<file path="config.mk">
export PLATFORM = sky130hd
export DESIGN_NAME = pal_line_sync_sequencer
export DESIGN_NICKNAME = d
export VERILOG_FILES = /design/src/design/plss_pkg.sv /design/src/design/pal_line_sync_sequencer.sv
export VERILOG_INCLUDE_DIRS = /design/src /design/src/design
export SDC_FILE = /design/constraint.sdc
export NUM_CORES = 1
export LEC_CHECK = 0
export BUFFER_PORTS_ARGS = -buffer_cell sky130_fd_sc_hd__buf_4
export CAP_MARGIN = 20
export CORE_MARGIN = 5
export CORE_UTILIZATION = 63
export CTS_CLUSTER_SIZE = 25
export DETAILED_ROUTE_END_ITERATION = 10
export PLACE_DENSITY_LB_ADDON = 0.1
export SLEW_MARGIN = 20
export SYNTH_ARGS = -nofsm -noshare
export SYNTH_HDL_FRONTEND = slang
export SYNTH_SLANG_ARGS = --single-unit
</file>
<file path="constraint.sdc">
create_clock -name clock -period 6.4 [get_ports clock]
set_input_delay 0.32 -clock clock [delete_from_list [all_inputs] [get_ports clock]]
set_output_delay 0.32 -clock clock [all_outputs]
set_load 0.01 [all_outputs]
</file>
<file path="src/design/pal_line_sync_sequencer_assert.svh">
// ----------------------------------------------------------------------------
// PAL line sync sequencer assertion macros
// Concurrent assertion wrappers on the block clock. Under synthesis the
// macros expand to nothing.
// ----------------------------------------------------------------------------
`ifndef PAL_LINE_SYNC_SEQUENCER_ASSERT_SVH
`define PAL_LINE_SYNC_SEQUENCER_ASSERT_SVH

`ifndef SYNTHESIS

// Checked on every edge outside reset.
`define PLSS_ASSERT(name, prop) \
   name: assert property (@(posedge clock) disable iff (reset) prop) \
      else $error("plss assertion failed");

// Checked on every edge, reset included.
`define PLSS_ASSERT_ALWAYS(name, prop) \
   name: assert property (@(posedge clock) prop) \
      else $error("plss assertion failed");

`else

`define PLSS_ASSERT(name, prop)
`define PLSS_ASSERT_ALWAYS(name, prop)

`endif

`endif

</file>
<file path="src/design/plss_pkg.sv">
// ----------------------------------------------------------------------------
// PAL line sync sequencer package
// Phase codes, register indexes, reset values and the result layout.
// ----------------------------------------------------------------------------
package plss_pkg;

   // Default sizing of the line counters and the phase countdown.
   localparam int LINE_BITS_DEF = 9;
   localparam int TIME_BITS_DEF = 7;

   // Fixed widths of the register fields.
   localparam int CFG_LEN_W  = 7;
   localparam int CFG_SP_W   = 5;
   localparam int CFG_LP_W   = 6;
   localparam int CFG_PORCH_W = 5;
   localparam int CFG_LINE_W = 9;
   localparam int CSR_IDX_W  = 3;
   localparam int CSR_DATA_W = 9;

   // Register indexes on the configuration port.
   localparam logic [CSR_IDX_W-1:0] CSR_LINE_LENGTH       = 3'd0;
   localparam logic [CSR_IDX_W-1:0] CSR_SHORT_PULSE       = 3'd1;
   localparam logic [CSR_IDX_W-1:0] CSR_LONG_PULSE        = 3'd2;
   localparam logic [CSR_IDX_W-1:0] CSR_FRONT_PORCH       = 3'd3;
   localparam logic [CSR_IDX_W-1:0] CSR_BACK_PORCH        = 3'd4;
   localparam logic [CSR_IDX_W-1:0] CSR_FIRST_ACTIVE_LINE = 3'd5;
   localparam logic [CSR_IDX_W-1:0] CSR_ACTIVE_LINES      = 3'd6;
   localparam logic [CSR_IDX_W-1:0] CSR_LINES_PER_FRAME   = 3'd7;

   // Register reset values (standard 625/2 line PAL timing at 64 units).
   localparam int LINE_LENGTH_RST       = 64;
   localparam int SHORT_PULSE_RST       = 5;
   localparam int LONG_PULSE_RST        = 27;
   localparam int FRONT_PORCH_RST       = 10;
   localparam int BACK_PORCH_RST        = 2;
   localparam int FIRST_ACTIVE_LINE_RST = 32;
   localparam int ACTIVE_LINES_RST      = 256;
   localparam int LINES_PER_FRAME_RST   = 312;

   // Vertical sync region: the last VS_TAIL lines and lines below VS_HEAD.
   localparam int VS_TAIL  = 3;
   localparam int VS_HEAD  = 5;
   // Lines with two broad pulses, and the one line with broad then short.
   localparam int VS_BROAD = 2;

   typedef enum logic [2:0] {
      PH_WAIT   = 3'd0,
      PH_SYNC1  = 3'd1,
      PH_GAP1   = 3'd2,
      PH_SYNC2  = 3'd3,
      PH_FRONT  = 3'd4,
      PH_WINDOW = 3'd5
   } phase_type;

   // Result layout, declared from the top bit down; sync_active is bit 0.
   typedef struct packed {
      logic                  pad;
      logic                  frame_start;
      logic [CFG_LINE_W-1:0] fetch_row;
      logic                  fetch_request;
      logic                  vsync_region;
      logic [CFG_LINE_W-1:0] line_number;
      logic                  video_window;
      logic                  sync_active;
   } rsp_type;

endpackage

</file>
<file path="src/design/pal_line_sync_sequencer.sv">
// ----------------------------------------------------------------------------
// PAL line sync sequencer
// Steps a non-interlaced PAL composite sync pattern one time unit per
// request with the advance bit set and reports sync, video window, line and row fetch status.
// ----------------------------------------------------------------------------
//
//  Channel   Direction  Payload                                  Handshake
//  req_*     in         tdata[0] advance                         tvalid/tready
//  rsp_*     out        tdata[22:0] status, see rsp_tdata below  tvalid/tready
//  csr_*     in         csr_index, csr_wdata                     csr_wr_en
//
//  The timing state is updated as each request is accepted and the
//  status goes into a two-entry output buffer, so one request per cycle
//  is sustained while the consumer takes results and no remainder calculation runs.
//  Reset is synchronous; it reloads the registers with their defaults.
//  Writing active_lines starts a remainder calculation of the current row
//  number, during which req_tready is low.
//  req_tready also drops when both output entries hold unread results.
//
module pal_line_sync_sequencer
   import plss_pkg::*;
#(
   parameter int LINE_BITS = LINE_BITS_DEF,
   parameter int TIME_BITS = TIME_BITS_DEF
) (
   input  logic                  clock,
   input  logic                  reset,
   // Request channel.
   input  logic                  req_tvalid,
   output logic                  req_tready,
   input  logic [7:0]            req_tdata,   // [0] advance, [7:1] zero
   // Result channel.
   output logic                  rsp_tvalid,
   input  logic                  rsp_tready,
   // [0] sync_active, [1] video_window, [10:2] line_number,
   // [11] vsync_region, [12] fetch_request, [21:13] fetch_row,
   // [22] frame_start, [23] zero
   output logic [23:0]           rsp_tdata,
   // Configuration write port.
   input  logic                  csr_wr_en,
   input  logic [CSR_IDX_W-1:0]  csr_index,
   input  logic [CSR_DATA_W-1:0] csr_wdata
);

`include "pal_line_sync_sequencer_assert.svh"

   // Compare width that covers both the line counter and the line registers.
   localparam int CW = ((LINE_BITS > CFG_LINE_W) ? LINE_BITS : CFG_LINE_W) + 2;
   // Signed width for phase lengths before clamping.
   localparam int DW = TIME_BITS + 3;
   localparam int TMAX_INT = (1 << TIME_BITS) - 1;
   localparam int CD_RST_INT = (LINE_LENGTH_RST > TMAX_INT) ? TMAX_INT : LINE_LENGTH_RST;
   localparam logic [TIME_BITS-1:0] CD_RST = TIME_BITS'(CD_RST_INT);
   localparam int CNT_W = $clog2(LINE_BITS + 1);

   // ------------------------------------------------------------------
   // Configuration registers.
   // ------------------------------------------------------------------
   logic [CFG_LEN_W-1:0]   line_length_ff;
   logic [CFG_SP_W-1:0]    short_pulse_ff;
   logic [CFG_LP_W-1:0]    long_pulse_ff;
   logic [CFG_PORCH_W-1:0] front_porch_ff;
   logic [CFG_PORCH_W-1:0] back_porch_ff;
   logic [CFG_LINE_W-1:0]  first_active_ff;
   logic [CFG_LINE_W-1:0]  active_lines_ff;
   logic [CFG_LINE_W-1:0]  lines_frame_ff;

   always_ff @(posedge clock) begin
      if (reset) begin
         line_length_ff  <= CFG_LEN_W'(LINE_LENGTH_RST);
         short_pulse_ff  <= CFG_SP_W'(SHORT_PULSE_RST);
         long_pulse_ff   <= CFG_LP_W'(LONG_PULSE_RST);
         front_porch_ff  <= CFG_PORCH_W'(FRONT_PORCH_RST);
         back_porch_ff   <= CFG_PORCH_W'(BACK_PORCH_RST);
         first_active_ff <= CFG_LINE_W'(FIRST_ACTIVE_LINE_RST);
         active_lines_ff <= CFG_LINE_W'(ACTIVE_LINES_RST);
         lines_frame_ff  <= CFG_LINE_W'(LINES_PER_FRAME_RST);
      end else if (csr_wr_en) begin
         case (csr_index)
            CSR_LINE_LENGTH:       line_length_ff  <= csr_wdata[CFG_LEN_W-1:0];
            CSR_SHORT_PULSE:       short_pulse_ff  <= csr_wdata[CFG_SP_W-1:0];
            CSR_LONG_PULSE:        long_pulse_ff   <= csr_wdata[CFG_LP_W-1:0];
            CSR_FRONT_PORCH:       front_porch_ff  <= csr_wdata[CFG_PORCH_W-1:0];
            CSR_BACK_PORCH:        back_porch_ff   <= csr_wdata[CFG_PORCH_W-1:0];
            CSR_FIRST_ACTIVE_LINE: first_active_ff <= csr_wdata[CFG_LINE_W-1:0];
            CSR_ACTIVE_LINES:      active_lines_ff <= csr_wdata[CFG_LINE_W-1:0];
            CSR_LINES_PER_FRAME:   lines_frame_ff  <= csr_wdata[CFG_LINE_W-1:0];
            default: ;
         endcase
      end
   end

   // ------------------------------------------------------------------
   // Helper functions.
   // ------------------------------------------------------------------

   // A phase lasts at least one unit and saturates at the countdown range.
   function automatic logic [TIME_BITS-1:0] clamp_len(input logic signed [DW-1:0] d);
      logic [TIME_BITS-1:0] res;
      begin
         if (d[DW-1] || (d == '0)) begin
            res = TIME_BITS'(1);
         end else if (d > $signed({3'b000, TIME_BITS'(TMAX_INT)})) begin
            res = TIME_BITS'(TMAX_INT);
         end else begin
            res = d[TIME_BITS-1:0];
         end
         return res;
      end
   endfunction

   // Line lies in the last VS_TAIL lines of the frame or below VS_HEAD.
   // Written as ln + 3 >= lpf so that very short frames need no special arm.
   function automatic logic vs_of(input logic [LINE_BITS-1:0] ln,
                                  input logic [CFG_LINE_W-1:0] lpf);
      logic [CW-1:0] l;
      logic [CW-1:0] p;
      begin
         l = CW'(ln);
         p = CW'(lpf);
         return ((l + CW'(VS_TAIL)) >= p) || (l < CW'(VS_HEAD));
      end
   endfunction

   // ------------------------------------------------------------------
   // Timing state.
   // ------------------------------------------------------------------
   phase_type             phase_ff, phase_in;
   logic [LINE_BITS-1:0]  line_ff, line_in;
   logic [LINE_BITS-1:0]  row_ff, row_in;
   logic [CFG_LINE_W-1:0] row_mod_ff, row_mod_in;   // row_ff modulo active lines
   logic [TIME_BITS-1:0]  count_ff, count_in;
   logic [CFG_LP_W-1:0]   first_half_ff, first_half_in;
   logic [CFG_LP_W-1:0]   second_half_ff, second_half_in;

   // Remainder unit used after active_lines changes.
   logic                  div_busy_ff;
   logic [CNT_W-1:0]      div_cnt_ff;
   logic [LINE_BITS-1:0]  div_q_ff;
   logic [CFG_LINE_W-1:0] div_rem_ff, div_rem_in;
   logic [CFG_LINE_W:0]   div_shift;

   // Output buffer.
   rsp_type head_ff, skid_ff, result;
   logic    head_valid_ff, skid_valid_ff;

   logic                  accept, pop, advance;
   logic                  load, fetch, fstart, vs_now;
   logic signed [DW-1:0]  dur, half;
   logic [LINE_BITS-1:0]  line_inc;
   logic [CFG_LINE_W:0]   mod_inc;
   logic                  in_video;
   logic [CW-1:0]         line_cw, first_cw;

   assign req_tready = !div_busy_ff && !skid_valid_ff;
   assign accept     = req_tvalid && req_tready;
   assign pop        = head_valid_ff && rsp_tready;
   assign advance    = req_tdata[0];

   assign line_cw  = CW'(line_ff);
   assign first_cw = CW'(first_active_ff);
   assign in_video = (line_cw >= first_cw) && (line_cw < first_cw + CW'(active_lines_ff));
   assign vs_now   = vs_of(line_ff, lines_frame_ff);
   assign half     = DW'(line_length_ff >> 1);
   assign line_inc = line_ff + LINE_BITS'(1);
   assign mod_inc  = {1'b0, row_mod_ff} + (CFG_LINE_W + 1)'(1);

   // Next state for one time unit. A phase change loads the countdown.
   always_comb begin
      phase_in       = phase_ff;
      line_in        = line_ff;
      row_in         = row_ff;
      row_mod_in     = row_mod_ff;
      count_in       = count_ff;
      first_half_in  = first_half_ff;
      second_half_in = second_half_ff;
      dur            = DW'(1);
      load           = 1'b0;
      fetch          = 1'b0;
      fstart         = 1'b0;
      if (advance) begin
         if (count_ff > TIME_BITS'(1)) begin
            count_in = count_ff - TIME_BITS'(1);
         end else begin
            load = 1'b1;
            case (phase_ff)
               PH_SYNC1: begin
                  if (vs_now) begin
                     dur      = half - DW'(first_half_ff);
                     phase_in = PH_GAP1;
                  end else if (in_video) begin
                     dur      = DW'(front_porch_ff);
                     phase_in = PH_FRONT;
                  end else begin
                     dur      = DW'(line_length_ff) - DW'(short_pulse_ff);
                     phase_in = PH_WAIT;
                  end
               end
               PH_GAP1: begin
                  dur      = DW'(second_half_ff);
                  phase_in = PH_SYNC2;
               end
               PH_SYNC2: begin
                  dur      = half - DW'(second_half_ff);
                  phase_in = PH_WAIT;
               end
               PH_FRONT: begin
                  dur = DW'(line_length_ff) - (DW'(short_pulse_ff) + DW'(front_porch_ff)
                        + DW'(back_porch_ff));
                  phase_in = PH_WINDOW;
                  row_in   = row_ff + LINE_BITS'(1);
                  // Besides the restart at the end of the frame, the row counter only returns to zero by wrapping.
                  if (row_in == '0) begin
                     row_mod_in = '0;
                  end else if (mod_inc == {1'b0, active_lines_ff}) begin
                     row_mod_in = '0;
                  end else begin
                     row_mod_in = mod_inc[CFG_LINE_W-1:0];
                  end
                  fetch = 1'b1;
               end
               PH_WINDOW: begin
                  dur      = DW'(back_porch_ff);
                  phase_in = PH_WAIT;
               end
               default: begin
                  // End of the line: step the line counter, start the sync pulse.
                  if (CW'(line_inc) >= CW'(lines_frame_ff)) begin
                     line_in    = '0;
                     row_in     = '0;
                     row_mod_in = '0;
                     fstart     = 1'b1;
                  end else begin
                     line_in = line_inc;
                  end
                  if (vs_of(line_in, lines_frame_ff)) begin
                     if (CW'(line_in) < CW'(VS_BROAD)) begin
                        first_half_in  = long_pulse_ff;
                        second_half_in = long_pulse_ff;
                     end else if (CW'(line_in) == CW'(VS_BROAD)) begin
                        first_half_in  = long_pulse_ff;
                        second_half_in = CFG_LP_W'(short_pulse_ff);
                     end else begin
                        first_half_in  = CFG_LP_W'(short_pulse_ff);
                        second_half_in = CFG_LP_W'(short_pulse_ff);
                     end
                     dur = DW'(first_half_in);
                  end else begin
                     dur = DW'(short_pulse_ff);
                  end
                  phase_in = PH_SYNC1;
               end
            endcase
         end
      end
      if (load) begin
         count_in = clamp_len(dur);
      end
   end

   // Result word, reflecting the state after this unit.
   always_comb begin
      result               = '0;
      result.sync_active   = (phase_in == PH_SYNC1) || (phase_in == PH_SYNC2);
      result.video_window  = (phase_in == PH_WINDOW);
      result.line_number   = CFG_LINE_W'(line_in);
      result.vsync_region  = vs_of(line_in, lines_frame_ff);
      result.fetch_request = fetch;
      result.fetch_row     = (fetch && (active_lines_ff != '0)) ? row_mod_in : '0;
      result.frame_start   = fstart;
   end

   // Restoring remainder, one dividend bit per cycle, most significant first.
   assign div_shift = {div_rem_ff, div_q_ff[LINE_BITS-1]};
   always_comb begin
      if (div_shift >= {1'b0, active_lines_ff}) begin
         div_rem_in = CFG_LINE_W'(div_shift - {1'b0, active_lines_ff});
      end else begin
         div_rem_in = div_shift[CFG_LINE_W-1:0];
      end
   end

   always_ff @(posedge clock) begin
      if (reset) begin
         div_busy_ff <= 1'b0;
         div_cnt_ff  <= '0;
      end else if (csr_wr_en && (csr_index == CSR_ACTIVE_LINES)) begin
         div_busy_ff <= 1'b1;
         div_cnt_ff  <= CNT_W'(LINE_BITS);
      end else if (div_busy_ff) begin
         div_cnt_ff <= div_cnt_ff - CNT_W'(1);
         if (div_cnt_ff == CNT_W'(1)) begin
            div_busy_ff <= 1'b0;
         end
      end
   end

   always_ff @(posedge clock) begin
      if (csr_wr_en && (csr_index == CSR_ACTIVE_LINES)) begin
         div_rem_ff <= '0;
         div_q_ff   <= row_ff;
      end else if (div_busy_ff) begin
         div_rem_ff <= div_rem_in;
         div_q_ff   <= {div_q_ff[LINE_BITS-2:0], 1'b0};
      end
   end

   // Timing state registers.
   always_ff @(posedge clock) begin
      if (reset) begin
         phase_ff       <= PH_WAIT;
         line_ff        <= '0;
         row_ff         <= '0;
         row_mod_ff     <= '0;
         count_ff       <= CD_RST;
         first_half_ff  <= '0;
         second_half_ff <= '0;
      end else if (div_busy_ff) begin
         if (div_cnt_ff == CNT_W'(1)) begin
            row_mod_ff <= div_rem_in;
         end
      end else if (accept) begin
         phase_ff       <= phase_in;
         line_ff        <= line_in;
         row_ff         <= row_in;
         row_mod_ff     <= row_mod_in;
         count_ff       <= count_in;
         first_half_ff  <= first_half_in;
         second_half_ff <= second_half_in;
      end
   end

   // Two-entry output buffer: the head drives the port, the skid entry
   // catches a result made while the head is stalled.
   always_ff @(posedge clock) begin
      if (reset) begin
         head_valid_ff <= 1'b0;
         skid_valid_ff <= 1'b0;
      end else if (pop || !head_valid_ff) begin
         if (skid_valid_ff) begin
            head_valid_ff <= 1'b1;
            skid_valid_ff <= accept;
         end else begin
            head_valid_ff <= accept;
         end
      end else if (accept) begin
         skid_valid_ff <= 1'b1;
      end
   end

   always_ff @(posedge clock) begin
      if (pop || !head_valid_ff) begin
         if (skid_valid_ff) begin
            head_ff <= skid_ff;
            skid_ff <= result;
         end else begin
            head_ff <= result;
         end
      end else if (accept) begin
         skid_ff <= result;
      end
   end

   assign rsp_tvalid = head_valid_ff;
   assign rsp_tdata  = head_ff;

   // ------------------------------------------------------------------
   // Assertions.
   // ------------------------------------------------------------------
   `PLSS_ASSERT_ALWAYS(a_skid_behind_head, skid_valid_ff |-> head_valid_ff)
   `PLSS_ASSERT(a_fetch_in_window, (rsp_tvalid && head_ff.fetch_request) |-> head_ff.video_window)
   `PLSS_ASSERT(a_frame_start_line0, (rsp_tvalid && head_ff.frame_start) |-> (head_ff.line_number == '0))
   `PLSS_ASSERT(a_rows_recalc, (csr_wr_en && (csr_index == CSR_ACTIVE_LINES)) |=> (div_busy_ff && !req_tready))

endmodule
</file>
# After elaboration in Yosys (flattened, before gate mapping)

Index checks and enable logic that the tools add are counted.
Widths: inputs -> output; s select.

Register bits after elaboration: 177
Bits in latches: 0
Bits in writable memories: 0
ROM bits: 0
Bits of input ports: 25
Output and inout bits: 26
Word-level logic and storage cells: 197
Memories: 0

Add/subtract/negate cells: 16
Multiply operators: 0
Div/mod/pow operators: 0
$lt $le $gt $ge: 13
Equal/unequal tests: 20
Shift operators: 0
Muxes and demuxes: 63
Bitwise operators: 4
Reductions and logical operators: 43

Operators with widths:

| kind                 | count |
|---|---|
| $mux 9               | 20 |
| $mux 24              | 3 |
| $pmux 10 s5          | 1 |
| $ge 10x9->1          | 4 |
| $mux 10              | 4 |
| $pmux 9 s2           | 2 |
| $mux 7               | 5 |
| $add 9x2->10 const B | 3 |
| $lt 9x3->1 const B   | 3 |
| $mux 6               | 4 |
| $mux 23              | 1 |
| $reduce_and 2->1     | 11 |
| $eq 3x3->1 const B   | 7 |
| $add 9x1->9 const B  | 2 |
| $ge 9x9->1           | 2 |
| $mux 1               | 16 |
| $eq 3x2->1 const B   | 5 |
| $sub 6x6->7          | 2 |
| $mux 3               | 4 |
| $pmux 3 s4           | 1 |
| $reduce_and 6->1     | 2 |
| $reduce_bool 2->1    | 6 |
| $add 9x1->10 const B | 1 |
| $add 9x9->10         | 1 |
| 30 further kinds     | 49 |

# Depth between registers and ports, before layout

Gate-level depths: netlist of the first run.

Word-level depth: 17
Gate-level depth with buffers: 25
Gate-level depth less buffers: 25

# Worst setup path after synthesis of the first run

Ideal clock, no wire load.

Path kind: register to register
Start point: register line_ff[1]
End point: register second_half_ff[5]
Library setup time: 0.070 ns
Arrival: 4.858 ns
Data required time: 6.330 ns
Path slack: 1.472 ns
Stages on the path, launching flop included: 24
Buffers on the path: 2
Period minus slack after synthesis: 4.928 ns
Path through: dfxtp_1 > ha_1 > nand3_2 > nor2_1 > xor2_2 > ha_1 > a21oi_1 > o21ai_0 > a21oi_1 > buf_2 > nand2_1 > ha_1 > or3_1 > nor2_1 > nand2_1 > nor3_1 > xnor2_1 > nor2_1 > ha_1 > a221oi_1 > a31o_2 > clkbuf_1 > nand2_1 > a21oi_1

Word-level cells in the longest chain between the ends: 10
Elaborated cells between the ends (all ways): 13
Those cells by class: add/sub (2); order compare (4); mux (5); reduce/logical (2)

RTL lines:

| item                       | RTL line                       | text |
|---|---|---|
| from (decl)                | pal_line_sync_sequencer.sv:129 | `logic [LINE_BITS-1:0] line_ff, line_in;` |
| from (signal assigned)     | pal_line_sync_sequencer.sv:324 | `line_ff <= line_in;` |
| $add 9x1->9 *              | pal_line_sync_sequencer.sv:165 | `assign line_inc = line_ff + LINE_BITS'(1);` |
| $ge 9x9->1                 | pal_line_sync_sequencer.sv:228 | `if (CW'(line_inc) >= CW'(lines_frame_ff)) begin` |
| $mux 9 *                   | pal_line_sync_sequencer.sv:228 |  |
| $mux 9 *                   | pal_line_sync_sequencer.sv:186 | `case (phase_ff)` |
| $mux 9 *                   | pal_line_sync_sequencer.sv:182 | `if (count_ff > TIME_BITS'(1)) begin` |
| $mux 9 *                   | pal_line_sync_sequencer.sv:181 | `if (advance) begin` |
| $add 9x2->10               | pal_line_sync_sequencer.sv:121 | `return ((l + CW'(VS_TAIL)) >= p) \|\| (l < CW'(VS_HEAD));` |
| $ge 10x9->1                | pal_line_sync_sequencer.sv:121 |  |
| $logic_or 1x1->1           | pal_line_sync_sequencer.sv:121 |  |
| $reduce_and 6->1 (no line) | -                              |  |
| to (signal assigned)       | pal_line_sync_sequencer.sv:329 | `second_half_ff <= second_half_in;` |
| to (decl)                  | pal_line_sync_sequencer.sv:134 | `logic [CFG_LP_W-1:0] second_half_ff, second_half_in;` |

Every way passes the cells marked *; elsewhere a longest branch is shown, timed or not. The select of a mux whose other input is x is not followed.
A chain may end at the register's enable or synchronous reset.

# Worst setup path after layout of the first run

Start point: register line_ff[0]
End point: register first_half_ff[5]

Word-level cells in the longest chain between the ends: 10
Elaborated cells between the ends (all ways): 15
Those cells by class: add/sub (2); order compare (4); eq/ne (1); mux (6); reduce/logical (2)

RTL lines:

| item                       | RTL line                       | text |
|---|---|---|
| $add 9x1->9 *              | pal_line_sync_sequencer.sv:165 |  |
| $ge 9x9->1                 | pal_line_sync_sequencer.sv:228 |  |
| $mux 9 *                   | pal_line_sync_sequencer.sv:228 |  |
| $mux 9 *                   | pal_line_sync_sequencer.sv:186 |  |
| $mux 9 *                   | pal_line_sync_sequencer.sv:182 |  |
| $mux 9 *                   | pal_line_sync_sequencer.sv:181 |  |
| $add 9x2->10               | pal_line_sync_sequencer.sv:121 |  |
| $ge 10x9->1                | pal_line_sync_sequencer.sv:121 |  |
| $logic_or 1x1->1           | pal_line_sync_sequencer.sv:121 |  |
| $reduce_and 6->1 (no line) | -                              |  |
| to (signal assigned)       | pal_line_sync_sequencer.sv:328 | `first_half_ff <= first_half_in;` |
| to (decl)                  | pal_line_sync_sequencer.sv:133 | `logic [CFG_LP_W-1:0] first_half_ff, first_half_in;` |

Marked as above.

==> results of run 1 <==
==> through the flow <==
stage,power (uW),hold slack [ns]
after floorplan,1690,0.4318
after global placement,1814,0.4430
after detailed placement,1831,0.4481
after CTS,2840,0.1563
after global routing,2971,0.1715
final,2839,0.1648
==> kinds of logic after synthesis <==
group                      synth area share
DFF                                  0.3290
buffers and inverters               0.05839
adders and majority gates            0.1330
other                             0.0003044
AOI/OAI and AO/OA                    0.2063
xor gates and xnor gates            0.04601
and+or+nand+nor                      0.1906
muxes                               0.03636
==> worst paths after layout <==
| kind | startpoint | end | slack (ns) |
|---|---|---|---|
| hold reg to reg | line_length_ff[0]$_SDFFE_PP0P_ | line_length_ff[0]$_SDFFE_PP0P_ | 0.46 |
| hold / removal | csr_wdata[6] | line_length_ff[6]$_SDFFE_PP1P_ | 0.16 |
| setup / recovery | line_ff[0]$_SDFFE_PP0P_ | first_half_ff[5]$_SDFFE_PP0P_ | 0.47 |
| setup reg to reg | line_ff[0]$_SDFFE_PP0P_ | first_half_ff[5]$_SDFFE_PP0P_ | 0.47 |
==> metal layers <==
| metal | track usage | up-vias | share of wire |
|---|---|---|---|
| met5 | 0 | - | 0 |
| met4 | 0.1029 | 0 | 0.028 |
| met3 | 0.05421 | 72 | 0.070 |
| met2 | 0.4925 | 429 | 0.47 |
| met1 | 0.3813 | 5092 | 0.43 |
| li1 | - | 5203 | - |
==> power breakdown <==
part           internal (uW)  leakage, uW  total (uW)  switching [uW]
Sequential              1200      0.00154        1250            49.9
Combinational            237      0.00356         564             327
Clock                    524     0.000282        1020             500
Total                   1960      0.00537        2840             876
==> cell usage in the layout, fill, tap and decap left out, drive strengths merged, types with 8 or more instances in the layout <==
master,Yosys,final
nand2,198,198
dfxtp,120,120
a21oi,120,120
nor2,118,118
inv,103,111
ha,107,107
o21ai,92,92
buf,25,58
edfxtp,55,55
xnor2,41,41
nor3,38,38
nand3,30,30
mux2i,26,26
a211oi,26,26
xor2,22,22
nor2b,21,21
o211ai,21,21
clkbuf,50,19
a21o,17,17
mux2,16,16
nand2b,15,15
fa,15,15
nand4,14,14
and3,11,11
or2,11,11
o31ai,11,11
o21a,10,10
or3,8,8
o21bai,8,8
o22ai,8,8
a31oi,8,8
==> critical path: cells and delay by family, from the launching register on <==
family                   cells  cell delay, ns
AO/OA/AOI/OAI                5            1.52
buffers and inverters        1            0.10
adder cells (fa/ha/maj)      4            1.25
XOR/XNOR                     2            0.49
multiplexers                 1            0.40
AND/OR/NAND/NOR              9            1.49
flip-flops                   1            0.59
==> synthesized netlist by cell type, drive strengths merged, types with 8 or more instances <==
library cell	instances
a211oi	26
a21o	17
a21oi	120
a31oi	8
and3	11
buf	25
clkbuf	50
dfxtp	120
edfxtp	55
fa	15
ha	107
inv	103
mux2	16
mux2i	26
nand2	198
nand2b	15
nand3	30
nand4	14
nor2	118
nor2b	21
nor3	38
o211ai	21
o21a	10
o21ai	92
o21bai	8
o22ai	8
o31ai	11
or2	11
or3	8
xnor2	41
xor2	22
==> layout make-up <==
| class | count | area [um2] |
|---|---|---|
| Timing Repair Buffer | 58 | 435.4 |
| Sequential cell | 175 | 4054 |
| Tap cell | 265 | 331.6 |
| Fill cell | 1641 | 5993 |
| Clock inverter | 13 | 136.4 |
| Multi-Input combinational cell | 1113 | 7561 |
| Inverter | 103 | 386.6 |
| Clock buffer | 19 | 436.7 |
==> reports/results.tsv, run 1 <==
stage	metric	value	unit
layout	area_growth	8.286	%
min_path	whs_path_depth	3	
setup_path	crit_chain	ha_1 -> nand3_2 -> nor2_1 -> xnor2_1 -> inv_1 -> ha_1 -> a21oi_1 -> o21ai_0 -> a21oi_1 -> nand2_1 -> ha_1 -> or3_1 -> nor2_1 -> nand2_1 -> nor3_1 -> xnor2_1 -> nor2_1 -> ha_1 -> a221oi_1 -> a31o_2 -> mux2_2 -> nor2_1	
setup_path	crit_path_max_incr_delay	0.59	ns
floorplan	rows	51	
cts	holdBufCountCts	0	
timing	skew	0.01240	ns
floorplan	core_region_area	19330	um2
timing	timing.setup.tns	0	ns
timing	slew_violations	0	
global_routing	grt_first_pass_wirelength	52650	um
pwr	p_leak	0.005374	uW
cts	clk_path_buf_depth	2	
synth	ys.flop_type	dfxtp_1	
placement	dp_hpwl	23740	um
synth	seq_area_frac_synth	0.3290	
routing	drt-initial-drc-count	931	
floorplan	die_area	22450	um2
timing	hold_viol	0	
synth	synth-seq-cells	175	
cts	path_clk_slew	0.07	ns
cts	clock_sinks	175	
setup_path	cpMaxStageDelayCell	dfxtp_1	
timing	tightest_slew	1.117	ns
layout	instances_no_fill	1746	
cts	htree_num_levels	4	
placement	placed_cells	1714	
placement	port_buffers	42	
run_status	run_status	complete, no violations	
cts	cts_resized	0	
routing	drc	0	
setup_path	critical_path_class	flip-flop to flip-flop	
synth	synth-edff-count	55	
layout	n_antenna_cell	0	
setup_path	critPathMaxFanout	23	
timing	clock.fmax	168.6	MHz
timing	slew-limit-headroom	0.2549	
layout	layout-drive-gt1-share	0.1026	
floorplan	io_pins	51	
layout	final_util	0.6900	
setup_path	crit_path_end_kind	flip-flop	
floorplan	die_h	149.8	um
setup_path	reg2reg_depth	22	
synth	synthArstFlopShare	0	
routing	drt_wl_total	32210	um
synth	syn_nets	1613	
floorplan	die_w	149.8	um
layout	final_cell_area	13340	um2
placement	dpl_worst_slack	0.6666	ns
cts	cts_root_buf	clkbuf_16	
placement	dpl-instance-area	12770	um2
setup_path	start_kind	flip-flop	
cts	cts_buffers	17	
cts	cts_tree	built	
routing	routedWlPerCell	18.45	um
placement	routabilityCongestion	0.9239	
timing	setup_viol	0	
global_routing	grt_pass1_vias	10374	
synth	netlist_instances	1466	
routing	vias	10796	
routing	drtAntennaViolNets	0	
layout	num-nets-final	1615	
timing	rsz0062_at_grt	false	
synth	netlist_area	12320	um2
timing	period_share	0.9268	
synth	yosys-top-cells-area	dfxtp_1 (19%), edfxtp_1 (13%), ha_1 (11%)	
global_routing	antenna_found_initial	0	
setup_path	required	6.76	ns
timing	fin_ws	0.4683	ns
routing	first_pass_iters	5	
synth	yosysTopAreaCellShare	0.1950	
cts	insertion_delay	0.43	ns
pwr	powerDensity	212.8	nW/um2
global_routing	grt_max_degree	92	
synth	yosys.area.top_type	dfxtp_1	
global_routing	grt-ovfl-total	0	
run	drv_cap	0	
floorplan	start_util	0.6372	
synth	synth_cell_type_count	93	
global_routing	grtUsageTotal	0.2938	
cts	cts_setup_buffers	0	
synth	postSynthAreaPerCell	8.404	um2
routing	routed_via_density	6.183	
pwr	peakVddDrop	0.2049	mV
min_path	hold_class	input port to flip-flop	
synth	ys_warn_count	0	
setup_path	arrival	6.29	ns
timing	finalCriticalPeriod	5.932	ns
(Power assumes the default switching activity.)
==> inputs of run 2 (changes only) <==
PLACE_DENSITY = 0.81   (was unset)
PLACE_DENSITY_LB_ADDON = unset   (was 0.1)
==> run 2 against run 1 <==
  * Routed wire length increased by 0.11%
  * Worst hold slack improved by 0.0011 ns
  * Core utilization about the same
  * Non-clock buffer count unchanged
  * Maximum frequency increased by 0.11%
==> reports/results.tsv, run 2 (synthesis gave the netlist of run 1 again) <==
stage	metric	value	unit	change
cts	cts_tree	built		
timing	tightest_slew	1.164	ns	+0.04731 ns
global_routing	grt_use_met3	0.04846		-0.005754
setup_path	required	6.77	ns	about the same
setup_path	critical_path_class	flip-flop to flip-flop		
setup_path	cpLargestDelayFamily	simple AND/OR/NAND/NOR gates		
floorplan	die_h	149.8	um	unchanged
setup_path	cp.buffers_inverters	2		+1
placement	routabilityCongestion	0.9547		+3.3%
timing	timing.setup.tns	0	ns	unchanged
cts	path_clk_slew	0.07	ns	about the same
setup_path	crit_path_end_kind	flip-flop		
setup_path	arrival	6.29	ns	about the same
timing	rsz0062_at_grt	false		
routing	first_pass_iters	8		+3
timing	setup_viol	0		unchanged
placement	port_buffers	42		unchanged
floorplan	die_w	149.8	um	unchanged
cts	cts_setup_buffers	0		unchanged
cts	clk_path_buf_depth	2		unchanged
global_routing	grt.busiest_layer	met2		
timing	hold_viol	0		unchanged
floorplan	rows	51		unchanged
cts	insertion_delay	0.44	ns	about the same
cts	clock_sinks	175		unchanged
timing	period_share	0.9258		-0.001046
layout	num-nets-final	1615		unchanged
floorplan	io_pins	51		unchanged
floorplan	core_region_area	19330	um2	unchanged
layout	instances_no_fill	1746		unchanged
cts	cts_root_buf	clkbuf_16		
pwr	p_leak	0.005353	uW	-0.39%
layout	final_util	0.6900		about the same
routing	drt_wl_total	32250	um	+0.11%
cts	cts_buffers	17		unchanged
layout	layout-drive-gt1-share	0.1020		-0.0006752
timing	slew-limit-headroom	0.2205		-0.03436
timing	clock.fmax	168.8	MHz	+0.11%
placement	dpl-instance-area	12770	um2	about the same
layout	final_cell_area	13340	um2	about the same
timing	finalCriticalPeriod	5.925	ns	-0.006694 ns
timing	skew	0.01292	ns	+0.0005255 ns
layout	n_antenna_cell	0		unchanged
run	drv_cap	0		unchanged
routing	routed_via_density	6.240		+0.92%
routing	drtAntennaViolNets	0		unchanged
routing	vias	10895		+0.92%
global_routing	antenna_found_initial	0		unchanged
min_path	hold_class	input port to flip-flop		
floorplan	start_util	0.6372		unchanged
timing	slew_violations	0		unchanged
setup_path	crit_path_max_incr_delay	0.54	ns	-0.05 ns
pwr	powerDensity	211.6	nW/um2	-0.58%
layout	area_growth	8.277	%	about the same
cts	htree_num_levels	4		unchanged
global_routing	grt_max_degree	74		-20%
setup_path	worst-r2r-setup-slack	0.48	ns	about the same
global_routing	grt-ovfl-total	0		unchanged
global_routing	use_met1	0.3675		-0.01389
setup_path	start_kind	flip-flop		
layout	layout.cells.most_common	nand2_1		
placement	dp_hpwl	23780	um	+0.19%
placement	placed_cells	1714		unchanged
global_routing	grt_pass1_vias	10375		+0.0096%
floorplan	die_area	22450	um2	unchanged
setup_path	critPathMaxFanout	23		unchanged
run_status	run_status	complete, no violations		
routing	routedWlPerCell	18.47	um	+0.11%
global_routing	grtUsageTotal	0.2881		-0.005646
pwr	peakVddDrop	0.1934	mV	-5.6%
setup_path	cpMaxStageDelayCell	a31o_2		
cts	holdBufCountCts	0		unchanged
routing	drt-initial-drc-count	1124		+21%
global_routing	grt_first_pass_wirelength	51750	um	-1.7%
cts	cts_resized	0		unchanged
layout	final_cell_mix	nand2_1 (197), dfxtp_1 (120), a21oi_1 (117), nor2_1 (117), ha_1 (107)		
routing	drc	0		unchanged
setup_path	crit_chain	ha_1 -> nand3_2 -> nor2_1 -> xnor2_1 -> inv_1 -> ha_1 -> a21oi_1 -> o21ai_0 -> a21oi_1 -> buf_4 -> nand2_1 -> ha_1 -> or3_1 -> nor2_1 -> nand2_1 -> nor3_1 -> xnor2_1 -> nor2_1 -> ha_1 -> a221oi_1 -> a31o_2 -> mux2_2 -> nor2_1		
global_routing	met2_usage	0.4792		-0.01329
==> run 2: cell types whose count changed in the layout (fill, tap and decap cells not counted), sizes merged <==
cell | before | now
clkinvlp | 0 | 4
clkinv | 5 | 4
inv | 111 | 108
==> run 2: stage by stage <==
| stage | hold WS [ns] | power, uW | setup slack [ns] |
|---|---|---|---|
| after floorplan | 0.4318 | 1690 | 1.472 |
| after global placement | 0.4415 | 1814 | 0.7700 |
| after detailed placement | 0.4477 | 1834 | 0.6532 |
| after CTS | 0.1619 | 2823 | 0.5975 |
| after global routing | 0.1726 | 2950 | 0.08615 |
| final | 0.1659 | 2822 | 0.4750 |
==> run 2: report_power, final <==
group | total [uW] | internal (uW) | switching, uW
Clock | 1000 | 514 | 486
Sequential | 1250 | 1200 | 51.1
Combinational | 569 | 237 | 332
==> run 2: metal layers <==
| layer | vias to the layer above | part of all wire | wire length, um |
|---|---|---|---|
| met2 | 465 | 0.47 | 15120 |
| met3 | 101 | 0.067 | 2166 |
| met1 | 5132 | 0.42 | 13660 |
| met4 | 0 | 0.040 | 1304 |
| met5 | - | 0 | 0 |
| li1 | 5197 | - | - |
==> run 2: final timing paths <==
check	start	to	depth (start not counted)
max	line_ff[1]$_SDFFE_PP0P_	first_half_ff[5]$_SDFFE_PP0P_	23
min	csr_wdata[8]	active_lines_ff[8]$_SDFFE_PP1P_	3
max reg2reg	line_ff[1]$_SDFFE_PP0P_	first_half_ff[5]$_SDFFE_PP0P_	23
min reg2reg	line_length_ff[0]$_SDFFE_PP0P_	line_length_ff[0]$_SDFFE_PP0P_	2
==> run 2: area by class of cell <==
cell class	instances	area [um2]
clock buffer	19	432.9
timing repair buffer	58	435.4
inverter	103	386.6
clock inverter	13	128.9
tap	265	331.6
multi-input combinational	1113	7571
sequential	175	4054
fill	1585	5995
==> run 2: worst register-to-register path, stage by stage, from the launching register on <==
cell,delay [ns]
dfxtp_1,0.53
ha_1,0.38
nand3_2,0.18
nor2_1,0.19
xnor2_1,0.36
inv_1,0.11
ha_1,0.32
a21oi_1,0.14
o21ai_0,0.14
a21oi_1,0.25
buf_4,0.23
nand2_1,0.12
ha_1,0.22
or3_1,0.41
nor2_1,0.11
nand2_1,0.10
nor3_1,0.20
xnor2_1,0.15
nor2_1,0.07
ha_1,0.32
a221oi_1,0.30
a31o_2,0.54
mux2_2,0.41
nor2_1,0.09
